==> src/ahl_pkg.sv <==
// ahl_pkg: shared types, register indexes, mode codes and timing constants
// for the headlight light sensor controller; no dependencies
package ahl_pkg;

    localparam int LEVEL_W = 8;
    localparam int CNT_W   = 14;
    localparam int IDX_W   = 3;

    localparam int ON_WINDOW  = 236;
    localparam int OFF_WINDOW = 436;
    localparam int LOCK_HOLD  = 10001;

    localparam logic [CNT_W-1:0] ON_LAST   = CNT_W'(ON_WINDOW - 1);
    localparam logic [CNT_W-1:0] OFF_LAST  = CNT_W'(OFF_WINDOW - 1);
    localparam logic [CNT_W-1:0] LOCK_LAST = CNT_W'(LOCK_HOLD - 1);

    localparam logic [IDX_W-1:0] REG_PARK_ON     = 3'd0;
    localparam logic [IDX_W-1:0] REG_PARK_OFF    = 3'd1;
    localparam logic [IDX_W-1:0] REG_BEAM_ON     = 3'd2;
    localparam logic [IDX_W-1:0] REG_BEAM_OFF    = 3'd3;
    localparam logic [IDX_W-1:0] REG_PARK_ON_AB  = 3'd4;
    localparam logic [IDX_W-1:0] REG_BEAM_ON_AB  = 3'd5;
    localparam logic [IDX_W-1:0] REG_BEAM_OFF_AB = 3'd6;
    localparam logic [IDX_W-1:0] REG_PARK_OFF_AB = 3'd7;

    localparam logic [LEVEL_W-1:0] RST_PARK_ON     = 8'd150;
    localparam logic [LEVEL_W-1:0] RST_PARK_OFF    = 8'd48;
    localparam logic [LEVEL_W-1:0] RST_BEAM_ON     = 8'd200;
    localparam logic [LEVEL_W-1:0] RST_BEAM_OFF    = 8'd50;
    localparam logic [LEVEL_W-1:0] RST_PARK_ON_AB  = 8'd140;
    localparam logic [LEVEL_W-1:0] RST_BEAM_ON_AB  = 8'd190;
    localparam logic [LEVEL_W-1:0] RST_BEAM_OFF_AB = 8'd60;
    localparam logic [LEVEL_W-1:0] RST_PARK_OFF_AB = 8'd48;

    typedef enum logic [2:0] {
        MODE_IDLE   = 3'd0,
        MODE_QUAL   = 3'd1,
        MODE_MANUAL = 3'd2,
        MODE_LOCK   = 3'd3,
        MODE_OFF    = 3'd4
    } mode_t;

    typedef enum logic [1:0] {
        QK_PARK_ON  = 2'd0,
        QK_BEAM_ON  = 2'd1,
        QK_BEAM_OFF = 2'd2,
        QK_PARK_OFF = 2'd3
    } qual_kind_t;

    typedef struct packed {
        logic [LEVEL_W-1:0] park_on_level;
        logic [LEVEL_W-1:0] park_off_level;
        logic [LEVEL_W-1:0] beam_on_level;
        logic [LEVEL_W-1:0] beam_off_level;
        logic [LEVEL_W-1:0] park_on_abort;
        logic [LEVEL_W-1:0] beam_on_abort;
        logic [LEVEL_W-1:0] beam_off_abort;
        logic [LEVEL_W-1:0] park_off_abort;
    } cfg_regs_t;

    typedef struct packed {
        logic [LEVEL_W-1:0] light_level;
        logic               ignition_on;
        logic               park_pressed;
        logic               lock_active;
    } sample_t;

    typedef struct packed {
        logic  park_lamp;
        logic  low_beam;
        mode_t mode;
    } result_t;

endpackage

==> src/ahl_if.sv <==
// ahl_if: valid/ready channel interfaces for sample items, result items and
// configuration writes; depends on ahl_pkg
interface ahl_sample_if;
    logic                          valid;
    logic                          ready;
    logic [ahl_pkg::LEVEL_W-1:0]   light_level;
    logic                          ignition_on;
    logic                          park_pressed;
    logic                          lock_active;

    modport source (output valid, light_level, ignition_on, park_pressed, lock_active,
                    input ready);
    modport sink (input valid, light_level, ignition_on, park_pressed, lock_active,
                  output ready);
endinterface

interface ahl_result_if;
    logic       valid;
    logic       ready;
    logic       park_lamp;
    logic       low_beam;
    logic [2:0] mode;

    modport source (output valid, park_lamp, low_beam, mode, input ready);
    modport sink (input valid, park_lamp, low_beam, mode, output ready);
endinterface

interface ahl_cfg_if;
    logic                          valid;
    logic                          ready;
    logic [ahl_pkg::IDX_W-1:0]     index;
    logic [ahl_pkg::LEVEL_W-1:0]   data;

    modport source (output valid, index, data, input ready);
    modport sink (input valid, index, data, output ready);
endinterface

==> src/ahl_cfg_regs.sv <==
// ahl_cfg_regs: the eight threshold registers with their reset values
// depends on ahl_pkg
module ahl_cfg_regs
(
    input  logic                         clk,
    input  logic                         rst_n,
    input  logic                         wr_en,
    input  logic [ahl_pkg::IDX_W-1:0]    wr_index,
    input  logic [ahl_pkg::LEVEL_W-1:0]  wr_data,
    output ahl_pkg::cfg_regs_t           cfg
);

    ahl_pkg::cfg_regs_t cfg_reg;
    ahl_pkg::cfg_regs_t cfg_next;

    always_comb
    begin
        cfg_next = cfg_reg;
        if (wr_en)
        begin
            case (wr_index)
                ahl_pkg::REG_PARK_ON:     cfg_next.park_on_level  = wr_data;
                ahl_pkg::REG_PARK_OFF:    cfg_next.park_off_level = wr_data;
                ahl_pkg::REG_BEAM_ON:     cfg_next.beam_on_level  = wr_data;
                ahl_pkg::REG_BEAM_OFF:    cfg_next.beam_off_level = wr_data;
                ahl_pkg::REG_PARK_ON_AB:  cfg_next.park_on_abort  = wr_data;
                ahl_pkg::REG_BEAM_ON_AB:  cfg_next.beam_on_abort  = wr_data;
                ahl_pkg::REG_BEAM_OFF_AB: cfg_next.beam_off_abort = wr_data;
                ahl_pkg::REG_PARK_OFF_AB: cfg_next.park_off_abort = wr_data;
                default:                  cfg_next = cfg_reg;
            endcase
        end
    end

    always_ff @(posedge clk or negedge rst_n)
    begin
        if (!rst_n)
        begin
            cfg_reg.park_on_level  <= ahl_pkg::RST_PARK_ON;
            cfg_reg.park_off_level <= ahl_pkg::RST_PARK_OFF;
            cfg_reg.beam_on_level  <= ahl_pkg::RST_BEAM_ON;
            cfg_reg.beam_off_level <= ahl_pkg::RST_BEAM_OFF;
            cfg_reg.park_on_abort  <= ahl_pkg::RST_PARK_ON_AB;
            cfg_reg.beam_on_abort  <= ahl_pkg::RST_BEAM_ON_AB;
            cfg_reg.beam_off_abort <= ahl_pkg::RST_BEAM_OFF_AB;
            cfg_reg.park_off_abort <= ahl_pkg::RST_PARK_OFF_AB;
        end
        else
        begin
            cfg_reg <= cfg_next;
        end
    end

    assign cfg = cfg_reg;

endmodule

==> src/ahl_ctrl.sv <==
// ahl_ctrl: controller state registers and the per-item update logic
// (button edge, manual, qualifiers, lock hold); depends on ahl_pkg
module ahl_ctrl
(
    input  logic                clk,
    input  logic                rst_n,
    input  logic                step,
    input  ahl_pkg::sample_t    smp,
    input  ahl_pkg::cfg_regs_t  cfg,
    output ahl_pkg::result_t    res
);

    logic                         park_reg, park_next;
    logic                         beam_reg, beam_next;
    ahl_pkg::mode_t               mode_reg, mode_next;
    ahl_pkg::qual_kind_t          kind_reg, kind_next;
    logic [ahl_pkg::CNT_W-1:0]    cnt_reg, cnt_next;
    logic                         btn_reg, btn_next;

    logic                         press;
    logic                         do_start;
    logic [2:0]                   start_from;
    logic                         abort_now;
    logic                         win_end;
    logic [ahl_pkg::LEVEL_W-1:0]  lvl;

    function automatic logic start_wanted(input logic [1:0] k,
                                          input logic [ahl_pkg::LEVEL_W-1:0] v,
                                          input logic p,
                                          input logic b,
                                          input ahl_pkg::cfg_regs_t c);
        logic hit;
        case (k)
            ahl_pkg::QK_PARK_ON:  hit = (v > c.park_on_level) && !p;
            ahl_pkg::QK_BEAM_ON:  hit = (v > c.beam_on_level) && !b;
            ahl_pkg::QK_BEAM_OFF: hit = (v < c.beam_off_level) && b;
            default:              hit = (v < c.park_off_level) && p;
        endcase
        return hit;
    endfunction

    always_comb
    begin
        park_next  = park_reg;
        beam_next  = beam_reg;
        mode_next  = mode_reg;
        kind_next  = kind_reg;
        cnt_next   = cnt_reg;
        btn_next   = smp.park_pressed;
        lvl        = smp.light_level;
        press      = smp.park_pressed && !btn_reg;
        do_start   = 1'b0;
        start_from = 3'd0;
        abort_now  = 1'b0;
        win_end    = 1'b0;

        if (press)
        begin
            beam_next = 1'b0;
            if (smp.ignition_on)
                mode_next = ahl_pkg::MODE_MANUAL;
        end

        if (smp.ignition_on)
        begin
            case (mode_next)
                ahl_pkg::MODE_MANUAL:
                begin
                    park_next = smp.park_pressed;
                end
                ahl_pkg::MODE_LOCK:
                begin
                    park_next = smp.park_pressed;
                    beam_next = 1'b0;
                    mode_next = ahl_pkg::MODE_IDLE;
                end
                ahl_pkg::MODE_QUAL:
                begin
                    case (kind_reg)
                        ahl_pkg::QK_PARK_ON:  abort_now = lvl < cfg.park_on_abort;
                        ahl_pkg::QK_BEAM_ON:  abort_now = lvl < cfg.beam_on_abort;
                        ahl_pkg::QK_BEAM_OFF: abort_now = lvl > cfg.beam_off_abort;
                        default:              abort_now = lvl > cfg.park_off_abort;
                    endcase
                    win_end = (kind_reg == ahl_pkg::QK_PARK_ON ||
                               kind_reg == ahl_pkg::QK_BEAM_ON) ?
                              (cnt_reg >= ahl_pkg::ON_LAST) :
                              (cnt_reg >= ahl_pkg::OFF_LAST);
                    start_from = {1'b0, kind_reg} + 3'd1;
                    if (abort_now)
                    begin
                        do_start = 1'b1;
                    end
                    else if (win_end)
                    begin
                        do_start = 1'b1;
                        case (kind_reg)
                            ahl_pkg::QK_PARK_ON:
                            begin
                                if (lvl > cfg.beam_on_level)
                                    beam_next = 1'b1;
                                if (lvl > cfg.park_on_level)
                                    park_next = 1'b1;
                            end
                            ahl_pkg::QK_BEAM_ON:
                            begin
                                if (lvl > cfg.beam_on_level)
                                    beam_next = 1'b1;
                            end
                            ahl_pkg::QK_BEAM_OFF:
                            begin
                                if (lvl < cfg.beam_off_level)
                                    beam_next = 1'b0;
                            end
                            default:
                            begin
                                if (lvl < cfg.park_off_level)
                                    park_next = 1'b0;
                            end
                        endcase
                    end
                    else
                    begin
                        cnt_next = cnt_reg + ahl_pkg::CNT_W'(1);
                    end
                end
                default:
                begin
                    do_start   = 1'b1;
                    start_from = 3'd0;
                end
            endcase

            // first start condition from start_from onward wins
            if (do_start)
            begin
                mode_next = ahl_pkg::MODE_IDLE;
                for (int k = 3; k >= 0; k--)
                begin
                    if (3'(k) >= start_from &&
                        start_wanted(2'(k), lvl, park_next, beam_next, cfg))
                    begin
                        mode_next = ahl_pkg::MODE_QUAL;
                        kind_next = ahl_pkg::qual_kind_t'(2'(k));
                        cnt_next  = '0;
                    end
                end
            end
        end
        else if (mode_next == ahl_pkg::MODE_LOCK)
        begin
            if (cnt_reg >= ahl_pkg::LOCK_LAST)
            begin
                park_next = smp.park_pressed;
                beam_next = 1'b0;
                mode_next = ahl_pkg::MODE_OFF;
            end
            else
            begin
                cnt_next = cnt_reg + ahl_pkg::CNT_W'(1);
            end
        end
        else
        begin
            if (smp.lock_active && lvl > cfg.park_on_level)
            begin
                park_next = 1'b1;
                beam_next = 1'b1;
                cnt_next  = '0;
                mode_next = ahl_pkg::MODE_LOCK;
            end
            else
            begin
                park_next = smp.park_pressed;
                if (!smp.park_pressed)
                    beam_next = 1'b0;
                mode_next = ahl_pkg::MODE_OFF;
            end
        end
    end

    always_ff @(posedge clk or negedge rst_n)
    begin
        if (!rst_n)
        begin
            park_reg <= 1'b0;
            beam_reg <= 1'b0;
            mode_reg <= ahl_pkg::MODE_OFF;
            kind_reg <= ahl_pkg::QK_PARK_ON;
            cnt_reg  <= '0;
            btn_reg  <= 1'b0;
        end
        else if (step)
        begin
            park_reg <= park_next;
            beam_reg <= beam_next;
            mode_reg <= mode_next;
            kind_reg <= kind_next;
            cnt_reg  <= cnt_next;
            btn_reg  <= btn_next;
        end
    end

    assign res.park_lamp = park_next;
    assign res.low_beam  = beam_next;
    assign res.mode      = mode_next;

endmodule

==> src/auto_headlight_light_sensor_controller_unit.sv <==
// Automatic headlight controller: one light sample item in, one lamp/mode
// result item out per item. An item sits in the input register, is
// evaluated against the controller state in a single pass and lands in the
// output register; a new item is taken every
// cycle while the result side keeps up; throughput is set only by the
// output register draining. Threshold registers are written through the
// configuration channel, which is always ready. Depends on ahl_pkg, ahl_if,
// ahl_cfg_regs and ahl_ctrl.
module auto_headlight_light_sensor_controller_unit
(
    input  logic          clk,
    input  logic          rst_n,
    ahl_sample_if.sink    sample,
    ahl_result_if.source  result,
    ahl_cfg_if.sink       cfg
);

    logic                 in_vld_reg, in_vld_next;
    ahl_pkg::sample_t     in_data_reg;
    logic                 out_vld_reg, out_vld_next;
    ahl_pkg::result_t     out_data_reg;
    logic                 advance;
    logic                 take;
    ahl_pkg::cfg_regs_t   cfg_regs;
    ahl_pkg::result_t     res;

    assign advance      = in_vld_reg && (!out_vld_reg || result.ready);
    assign sample.ready = !in_vld_reg || advance;
    assign take         = sample.valid && sample.ready;
    assign cfg.ready    = 1'b1;

    always_comb
    begin
        in_vld_next = in_vld_reg;
        if (take)
            in_vld_next = 1'b1;
        else if (advance)
            in_vld_next = 1'b0;

        out_vld_next = out_vld_reg;
        if (advance)
            out_vld_next = 1'b1;
        else if (result.ready)
            out_vld_next = 1'b0;
    end

    always_ff @(posedge clk or negedge rst_n)
    begin
        if (!rst_n)
        begin
            in_vld_reg  <= 1'b0;
            out_vld_reg <= 1'b0;
        end
        else
        begin
            in_vld_reg  <= in_vld_next;
            out_vld_reg <= out_vld_next;
        end
    end

    always_ff @(posedge clk)
    begin
        if (take)
        begin
            in_data_reg.light_level  <= sample.light_level;
            in_data_reg.ignition_on  <= sample.ignition_on;
            in_data_reg.park_pressed <= sample.park_pressed;
            in_data_reg.lock_active  <= sample.lock_active;
        end
        if (advance)
            out_data_reg <= res;
    end

    ahl_cfg_regs u_cfg_regs
    (
        .clk      (clk),
        .rst_n    (rst_n),
        .wr_en    (cfg.valid),
        .wr_index (cfg.index),
        .wr_data  (cfg.data),
        .cfg      (cfg_regs)
    );

    ahl_ctrl u_ctrl
    (
        .clk   (clk),
        .rst_n (rst_n),
        .step  (advance),
        .smp   (in_data_reg),
        .cfg   (cfg_regs),
        .res   (res)
    );

    assign result.valid     = out_vld_reg;
    assign result.park_lamp = out_data_reg.park_lamp;
    assign result.low_beam  = out_data_reg.low_beam;
    assign result.mode      = out_data_reg.mode;

endmodule

==> src/flat_wrapper.sv <==
// flat-port wrapper written by rule: the top's interface ports become plain ports
module auto_headlight_light_sensor_controller_unit_flat 
  (clk, rst_n, sample_valid, sample_light_level, sample_ignition_on, sample_park_pressed, sample_lock_active, sample_ready, result_valid, result_park_lamp, result_low_beam, result_mode, result_ready, cfg_valid, cfg_index, cfg_data, cfg_ready);
  ahl_sample_if sample_i ();
  ahl_result_if result_i ();
  ahl_cfg_if cfg_i ();
  input  logic clk;
  input  logic rst_n;
  input wire logic [$bits(sample_i.valid)-1:0] sample_valid;
  input wire logic [$bits(sample_i.light_level)-1:0] sample_light_level;
  input wire logic [$bits(sample_i.ignition_on)-1:0] sample_ignition_on;
  input wire logic [$bits(sample_i.park_pressed)-1:0] sample_park_pressed;
  input wire logic [$bits(sample_i.lock_active)-1:0] sample_lock_active;
  output wire logic [$bits(sample_i.ready)-1:0] sample_ready;
  output wire logic [$bits(result_i.valid)-1:0] result_valid;
  output wire logic [$bits(result_i.park_lamp)-1:0] result_park_lamp;
  output wire logic [$bits(result_i.low_beam)-1:0] result_low_beam;
  output wire logic [$bits(result_i.mode)-1:0] result_mode;
  input wire logic [$bits(result_i.ready)-1:0] result_ready;
  input wire logic [$bits(cfg_i.valid)-1:0] cfg_valid;
  input wire logic [$bits(cfg_i.index)-1:0] cfg_index;
  input wire logic [$bits(cfg_i.data)-1:0] cfg_data;
  output wire logic [$bits(cfg_i.ready)-1:0] cfg_ready;
  assign sample_i.valid = sample_valid;
  assign sample_i.light_level = sample_light_level;
  assign sample_i.ignition_on = sample_ignition_on;
  assign sample_i.park_pressed = sample_park_pressed;
  assign sample_i.lock_active = sample_lock_active;
  assign sample_ready = sample_i.ready;
  assign result_valid = result_i.valid;
  assign result_park_lamp = result_i.park_lamp;
  assign result_low_beam = result_i.low_beam;
  assign result_mode = result_i.mode;
  assign result_i.ready = result_ready;
  assign cfg_i.valid = cfg_valid;
  assign cfg_i.index = cfg_index;
  assign cfg_i.data = cfg_data;
  assign cfg_ready = cfg_i.ready;
  auto_headlight_light_sensor_controller_unit u_core (.clk(clk), .rst_n(rst_n), .sample(sample_i), .result(result_i), .cfg(cfg_i));
endmodule
==> config.mk <==
export PLATFORM = sky130hd
export DESIGN_NAME = auto_headlight_light_sensor_controller_unit_flat
export DESIGN_NICKNAME = d
export VERILOG_FILES = /design/src/ahl_pkg.sv /design/src/ahl_if.sv /design/src/ahl_cfg_regs.sv /design/src/ahl_ctrl.sv /design/src/auto_headlight_light_sensor_controller_unit.sv /design/src/flat_wrapper.sv
export SDC_FILE = /design/constraint.sdc
export NUM_CORES = 1
export LEC_CHECK = 0
export BUFFER_PORTS_ARGS = -buffer_cell sky130_fd_sc_hd__buf_2
export CORE_UTILIZATION = 50
export CTS_BUF_LIST = sky130_fd_sc_hd__clkbuf_4 sky130_fd_sc_hd__clkbuf_8
export CTS_CLUSTER_DIAMETER = 80
export DETAILED_ROUTE_END_ITERATION = 16
export GPL_ROUTABILITY_DRIVEN = 0
export HOLD_SLACK_MARGIN = 0.02
export PLACE_DENSITY = 0.68
export REMOVE_ABC_BUFFERS = 1
export SYNTH_ARGS = -nofsm -noshare
export SYNTH_HDL_FRONTEND = slang
export SYNTH_SLANG_ARGS = --single-unit
==> constraint.sdc <==
create_clock -name clk -period 8.1 [get_ports clk]
set_input_delay 1.62 -clock clk [delete_from_list [all_inputs] [get_ports clk]]
set_output_delay 1.62 -clock clk [all_outputs]
set_load 0.01 [all_outputs]
==> Word-level counts from Yosys, hierarchy flattened <==
Cells that the tools add are included.
{ "classes": {"n_lt_le_gt_ge": 15, "muxes": 74, "n_eq_ne": 13, "add_sub_neg": 2, "n_reduce_logical": 39} }
{ "op_table": {"columns": ["op", "count"], "rows": [
  ["$mux W14", 12],
  ["$mux W1", 39],
  ["$mux W3", 13],
  ["$gt A8 B8 Y1", 4],
  ["$lt A8 B8 Y1", 4],
  ["$reduce_and A2 Y1", 8],
  ["$add A14 B1 Y14 const B", 1],
  ["$ge A14 B14 Y1 const B", 1],
  ["$ge A14 B8 Y1 const B", 1],
  ["$ge A14 B9 Y1 const B", 1],
  ["$eq A3 B2 Y1 const B", 4],
  ["$eq A3 B3 Y1 const B", 4],
  ["$logic_and A1 B1 Y1", 12],
  ["$pmux W1 S2", 5],
  ["$mux W2", 4],
  ["$eq A3 B1 Y1 const B", 2],
  ["$ge A1 B3 Y1 const A", 2],
  ["$ge A2 B3 Y1 const A", 2],
  ["$reduce_or A2 Y1", 3],
  ["$logic_not A1 Y1", 5],
  ["$reduce_and A4 Y1", 1],
  ["$reduce_bool A2 Y1", 2],
  ["$reduce_bool A4 Y1", 1],
  ["$add A2 B1 Y3 const B", 1],
  ["9 further kinds", 11]
]} }
{ "totals": {"input_bits": 27, "elab_cells": 166, "register_bits": 104, "out_inout_bits": 8} }

==> Depth between registers and ports, before layout <==
Gate-level depths: netlist of the first run.
{ "logic_depth": {"word_depth": 19, "ltp_mapped": 13, "ltp_nobuf": 13} }

==> Cells and area by module <==
A second synthesis of the first run with hierarchy kept.
{ "hier_totals": {"cells_unflattened": 576, "hier_area_um2": 6306.0} }
{ "by_module_without_submodules": {"columns": ["module", "cells_each", "area_per_inst_um2", "seq_area_each_um2", "n_inst"], "rows": [
  ["ahl_ctrl", 407, 3224.3, 551.8, 1],
  ["ahl_cfg_regs", 143, 2486.1, 1635.3, 1],
  ["auto_headlight_light_sensor_controller_unit", 26, 595.6, 530.5, 1]
]} }

==> Worst setup path after synthesis of the first run <==
No wires, ideal clock.
{ "synth_path": {"path_kind": "input -> output", "startpoint": "input port result_ready", "endpoint": "output port sample_ready", "path_buffers": 0, "path_stages": 1, "t_required_ps": 6480, "path_slack_ps": 4651, "arrival_time_ps": 1829, "cell_sequence": "nand3b_1"} }
{ "synth_via": {"elab_chain_len": 3} }
{ "synth_lines": {"columns": ["item", "line_no", "source"], "rows": [
  ["start, declared", "flat_wrapper.sv:19", "input wire logic [$bits(result_i.ready)-1:0] result_ready;"],
  ["$logic_or A1 B1 Y1", "auto_headlight_light_sensor_controller_unit.sv:27", "assign advance = in_vld_reg && (!out_vld_reg || result.ready);"],
  ["$logic_and A1 B1 Y1", "auto_headlight_light_sensor_controller_unit.sv:27", null],
  ["$logic_or A1 B1 Y1", "auto_headlight_light_sensor_controller_unit.sv:28", "assign sample.ready = !in_vld_reg || advance;"],
  ["end, declared", "flat_wrapper.sv:14", "output wire logic [$bits(sample_i.ready)-1:0] sample_ready;"]
]} }
No other way between the ends.

==> Worst setup path after layout of the first run <==
Ends and elaborated chain as after synthesis.

==> results_dict.tcl, run 1 <==
set metrics [dict create \
    totalWireLength_mm 13.8 \
    hold_class "reg -> reg" \
    synth_edf_count 16 \
    layout_commonest_cell "inv_1" \
    clkPwrFrac_pct 20.3 \
    insertion_delay_ns 0.37 \
    grt.overflow.total 0 \
    cts_inserted_buffers 9 \
    finalCritPeriodShare_pct 45.4 \
    path_cells "buf_2 -> nand3b_1 -> buf_2" \
    synth_seq_cells 104 \
    swShare_pct 35.2 \
    htreeDepth 3 \
    dpl-instance-area_um2 6560 \
    viasPerCell 5.71 \
    drive_gt1_share_pct 20.6 \
    cp.required_ns 6.48 \
    pwr-share-seq_pct 44.5 \
    ant_nets 0 \
    post_drt_wl_per_cell_um 16.9 \
    critPathArrivalTime_ns 2.06 \
    hold_buffers 0 \
    pin_count 35 \
    synth_warnings 0 \
    postLayoutCellArea_um2 6750 \
    p_leak_nw 2.98 \
    area_growth_pct 8.59 \
    fin_crit_ns 3.68 \
    ff2ff_setup_slack_ns 4.52 \
    place_hpwl_mm 10.2 \
    grt_first_pass_wirelength_mm 23.3 \
    fmax_ghz 0.272 \
    finalHoldViolCount 0 \
    coreArea_um2 12100 \
    fp.dieH_um 114 \
    path_buf_inv 2 \
    ys_types 64 \
    post-cts-setup-buffers 0 \
    min_to "u_core.u_cfg_regs.cfg[43]" \
    yosysSeqAreaShare_pct 43.7 \
    cp-end-kind "primary output" \
    slowest_delay_ns 0.18 \
    nets 739 \
    worstHoldStart "u_core.u_cfg_regs.cfg[43]" \
    die_w_um 114 \
    drc 0 \
    r2r_end "u_core.u_ctrl.cnt_reg[5]" \
    start_util_pct 51.6 \
    crit_type "in -> out" \
    tritoncts "done" \
    skew_ns 0.0104 \
    grt_max_degree 60 \
    final.setup.tns_ns 0 \
    die_area_um2 12900 \
    antenna_found_initial 0 \
    n_antenna_cell 0 \
    worstReg2RegStart "u_core.in_data_reg[8]" \
    cts.sinks 104 \
    vias 4673 \
    internal_power_w 0.00103 \
    status "finished, final reports clean" \
    syn_area_um2 6220 \
    largest_register_ffs 64 \
    grt_use_total_pct 23.4 \
    path_clk_slew_ns 0.09 \
    drv_cap 0 \
    port_buffers 33 \
    combPwrFrac_pct 35.2 \
    crit_top_cell "buf_2" \
    cp_slowest_cell "nand3b_1" \
    clockBufferDepth 2 \
    rsz0062_at_grt "false" \
    finalPower_w 0.00160 \
    postSynthCellCount 612 \
    fin_hold_ws_ns 0.509 \
    net-switching-power_w 0.000562 \
    layout_common_cells "inv_1 (74), ha_1 (67), dfrtp_1 (60)" \
    path_delay_family "buffers and inverters" \
    worst_r2r_path_depth 11 \
    cts_resized 0 \
    cts-root-buf "clkbuf_8" \
    avgSynthCellArea_um2 10.2 \
    drv_slew 0 \
    setup_violations 0 \
    min_path_cells 2 \
    async_reset_ff_share_pct 84.6 \
    synth_flop_cell "dfrtp_1" \
    start_kind "primary input" \
    first_iter_violations 213 \
    rows 40 \
    worstMarginPinSlew_ns 0.781 \
    maxSlewHeadroom_pct 48.0 \
    crit_fanout 3 \
    grt_pass1_vias 4708 \
    dr.pass1.iters 5 \
    ir_worst_vdd_mv 0.128 \
    power_density_nw_per_um2 236 \
]
-- how the worst max path moves through the flow --
stage,start,end,slack (ns),cells past startpoint
floorplan,result_ready,sample_ready,4.65,1
global placement,result_ready,sample_ready,4.44,3
detailed placement,result_ready,sample_ready,4.42,3
CTS,result_ready,sample_ready,4.41,3
global route,u_core.in_data_reg[8],u_core.u_ctrl.cnt_reg[4],4.27,11
finish,result_ready,sample_ready,4.42,3
-- area by class of cell --
type | count | area [µm²]
inverter | 74 | 278
fill | 1074 | 5310
clock buffer | 12 | 146
clock inverter | 4 | 47.5
tap | 168 | 210
multi-input combinational | 418 | 3150
sequential | 104 | 2720
timing repair buffer | 38 | 205
-- worst min-delay path, stage by stage, from the launching register on --
cell     delay, ns
dfstp_2       0.37
inv_1         0.06
o21ai_0       0.08
-- metal layers --
| layer | up-vias | part of all wire [%] | global-route usage, % |
|---|---|---|---|
| met5 | - | 0 | 0 |
| met4 | 0 | 1.9 | 8.42 |
| met3 | 21 | 4.3 | 3.51 |
| met2 | 105 | 46 | 37.1 |
| met1 | 2283 | 48 | 32.6 |
| li1 | 2264 | - | - |
-- stage by stage --
step           utilization [%]  instances  worst slack, ns
3_5_place_dp              54.4        802             4.42
3_3_place_gp              54.4        802             4.44
2_1_floorplan                -        596             4.65
5_1_grt                   56.0        818             4.27
4_1_cts                   56.0        818             4.41
6_report                  56.0        818             4.42
-- cell families (layout without fill, tap and decap cells) --
logic type	Yosys count	after routing	synth area share, %
AO/OA/AOI/OAI	142	142	15.8
multiplexers	43	43	7.71
flip-flops	104	104	43.7
other	1	1	0.0603
AND/OR/NAND/NOR	164	164	13.4
buffers and inverters	90	128	5.67
XOR/XNOR	1	1	0.141
adder cells (fa/ha/maj)	67	67	13.5
-- power groups by stage --
stage                     logic, W  clock network [W]  registers [W]
after floorplan           0.000409                  0       0.000705
after global placement    0.000530                  0       0.000716
after detailed placement  0.000550                  0       0.000721
after CTS                 0.000558           0.000335       0.000711
after global routing      0.000634           0.000353       0.000723
final                     0.000562           0.000325       0.000710
-- synthesized netlist by cell type, types with 13 or more instances --
| cell | count | area [µm²] |
|---|---|---|
| nand2_1 | 57 | 214 |
| ha_1 | 67 | 838 |
| o21ai_0 | 44 | 220 |
| edfxtp_1 | 16 | 480 |
| a21oi_1 | 29 | 145 |
| dfrtp_1 | 60 | 1500 |
| inv_1 | 74 | 278 |
| mux2_2 | 39 | 439 |
| nor2_1 | 20 | 75.1 |
| nand3_1 | 13 | 65.1 |
| dfstp_2 | 28 | 736 |
| nand4_1 | 15 | 93.8 |
(Power assumes the default switching activity.)
==> inputs of run 2 (changes only) <==
==> constraint.sdc (replaced) <==
create_clock -name clk -period 3.8 [get_ports clk]
set_input_delay 0.76 -clock clk [delete_from_list [all_inputs] [get_ports clk]]
set_output_delay 0.76 -clock clk [all_outputs]
set_load 0.01 [all_outputs]
==> run 2 against run 1 <==
Net effect:
- via count shrank 0.30%
- sequential power up 110%
- non-clock buffer count increased by 1
- register-to-register slack worse by 4.1 ns
- final cell count is 0.12% higher
- setup slack got worse by 4.0 ns
- utilization up 0.17 points
- critical path type is now reg -> reg
==> results_dict.tcl, run 2 (same netlist as run 1, synthesis figures left out) <==
set metrics [dict create \
    status "finished, final reports clean" \
    layout_commonest_cell "inv_1" \
    grt_use_total_pct 23.5 \
    swShare_pct 34.8 \
    maxSlewHeadroom_pct 57.2 \
    cp-end-kind "register" \
    fmax_ghz 0.293 \
    post_drt_wl_per_cell_um 17.0 \
    largest_register_ffs 64 \
    start_kind "register" \
    crit_type "reg -> reg" \
    grt_max_degree 42 \
    vias 4659 \
    ir_worst_vdd_mv 0.283 \
    fill_cells 1064 \
    hold_class "in -> async" \
    pwr-share-seq_pct 44.3 \
    layout.cells.non_filler 819 \
    combPwrFrac_pct 34.5 \
    fin_hold_ws_ns 0.358 \
    tritoncts "done" \
    ff2ff_setup_slack_ns 0.39 \
    path_clk_slew_ns 0.09 \
    utilization_pct 56.2 \
    net-switching-power_w 0.00119 \
    skew_ns 0.0121 \
    cts_inserted_buffers 9 \
    cp.required_ns 4.03 \
    start_util_pct 51.6 \
    post-cts-setup-buffers 0 \
    internal_power_w 0.00223 \
    clockBufferDepth 2 \
    finalCritPeriodShare_pct 89.9 \
    worstMarginPinSlew_ns 0.639 \
    grt_pass1_vias 4631 \
    first_iter_violations 279 \
    viasPerCell 5.69 \
    antenna_found_initial 0 \
    cts_resized 0 \
    totalWireLength_mm 13.9 \
    drc 0 \
    crit_fanout 14 \
    finalHoldViolCount 0 \
    worstReg2RegStart "u_core.in_data_reg[5]" \
    grt.overflow.total 0 \
    cts-root-buf "clkbuf_8" \
    insertion_delay_ns 0.38 \
    fp.dieH_um 114 \
    drv_slew 0 \
    p_leak_nw 3.00 \
    rows 40 \
    grt_first_pass_wirelength_mm 23.2 \
    critPathArrivalTime_ns 3.65 \
    die_area_um2 12900 \
    worst_r2r_path_depth 11 \
    drive_gt1_share_pct 20.7 \
    rsz0062_at_grt "false" \
    pin_count 35 \
    nets 740 \
    setup_violations 0 \
    coreArea_um2 12100 \
    dp.cells 803 \
    cts.sinks 104 \
    clkPwrFrac_pct 21.2 \
    ant_nets 0 \
    dr.pass1.iters 5 \
    die_w_um 114 \
    port_buffers 33 \
    htreeDepth 3 \
    area_growth_pct 8.91 \
    fin_crit_ns 3.41 \
    place_hpwl_mm 10.3 \
    final.setup.tns_ns 0 \
    power_density_nw_per_um2 506 \
    r2r_end "u_core.u_ctrl.cnt_reg[4]" \
    hold_buffers 0 \
    drv_cap 0 \
    layout_common_cells "inv_1 (74), ha_1 (67), dfrtp_1 (60)" \
    n_antenna_cell 0 \
]
[run 2: cell types whose count changed in the layout (fill, tap and decap cells not counted), sizes merged]
cell	delta
clkbuf	+1
buf	+1
clkinvlp	-1
[run 2: layout make-up]
type | instances | area [µm²] | area share, %
Clock buffer | 13 | 166 | 2.46
Clock inverter | 3 | 40.0 | 0.591
Multi-Input combinational cell | 418 | 3150 | 46.5
Tap cell | 168 | 210 | 3.10
Sequential cell | 104 | 2720 | 40.1
Timing Repair Buffer | 39 | 213 | 3.14
Inverter | 74 | 278 | 4.10
[run 2: power by group through the flow]
stage | logic (W) | registers (W) | clock network, W
final | 0.00118 | 0.00152 | 0.000725
after CTS | 0.00118 | 0.00152 | 0.000741
after global placement | 0.00114 | 0.00153 | 0
after global routing | 0.00134 | 0.00154 | 0.000777
after detailed placement | 0.00117 | 0.00154 | 0
after floorplan | 0.000872 | 0.00150 | 0
[run 2: through the flow]
step	worst slack [ns]	instance area [µm²]	total power [W]
floorplan	0.768	6140	0.00237
global placement	0.512	6570	0.00266
detailed placement	0.438	6570	0.00271
CTS	0.414	6770	0.00344
global route	0.158	6770	0.00366
finish	0.385	6770	0.00342
[run 2: critical path, cell delays in order, from the launching register on]
cell and delay (ns):
edfxtp_1 0.57, ha_1 0.37, a211o_1 0.30, a31oi_1 0.20, o2111ai_1 0.15, o211a_2 0.19
or2_1 0.24, a211o_1 0.29, o2bb2ai_2 0.22, o21ai_4 0.12, a31oi_4 0.43, a311oi_1 0.17
[run 2: worst max path at each step]
stage | slack (ns) | cells past startpoint | end | startpoint
6_report | 0.39 | 11 | u_core.u_ctrl.cnt_reg[4] | u_core.in_data_reg[5]
5_1_grt | 0.16 | 11 | u_core.u_ctrl.cnt_reg[4] | u_core.in_data_reg[5]
4_1_cts | 0.41 | 11 | u_core.u_ctrl.cnt_reg[4] | u_core.in_data_reg[5]
3_5_place_dp | 0.44 | 11 | u_core.u_ctrl.cnt_reg[3] | u_core.in_data_reg[5]
3_3_place_gp | 0.51 | 11 | u_core.u_ctrl.cnt_reg[8] | u_core.in_data_reg[5]
2_1_floorplan | 0.77 | 12 | u_core.u_ctrl.cnt_reg[8] | u_core.u_cfg_regs.cfg[26]
[run 2: metal layers]
layer / up-vias / GRT usage (%) / wire length [µm]
li1: 2260 / - / -
met1: 2286 / 32.2 / 6800
met2: 93 / 38.5 / 6410
met3: 20 / 3.24 / 447
met4: 0 / 8.33 / 233
met5: - / 0 / 0
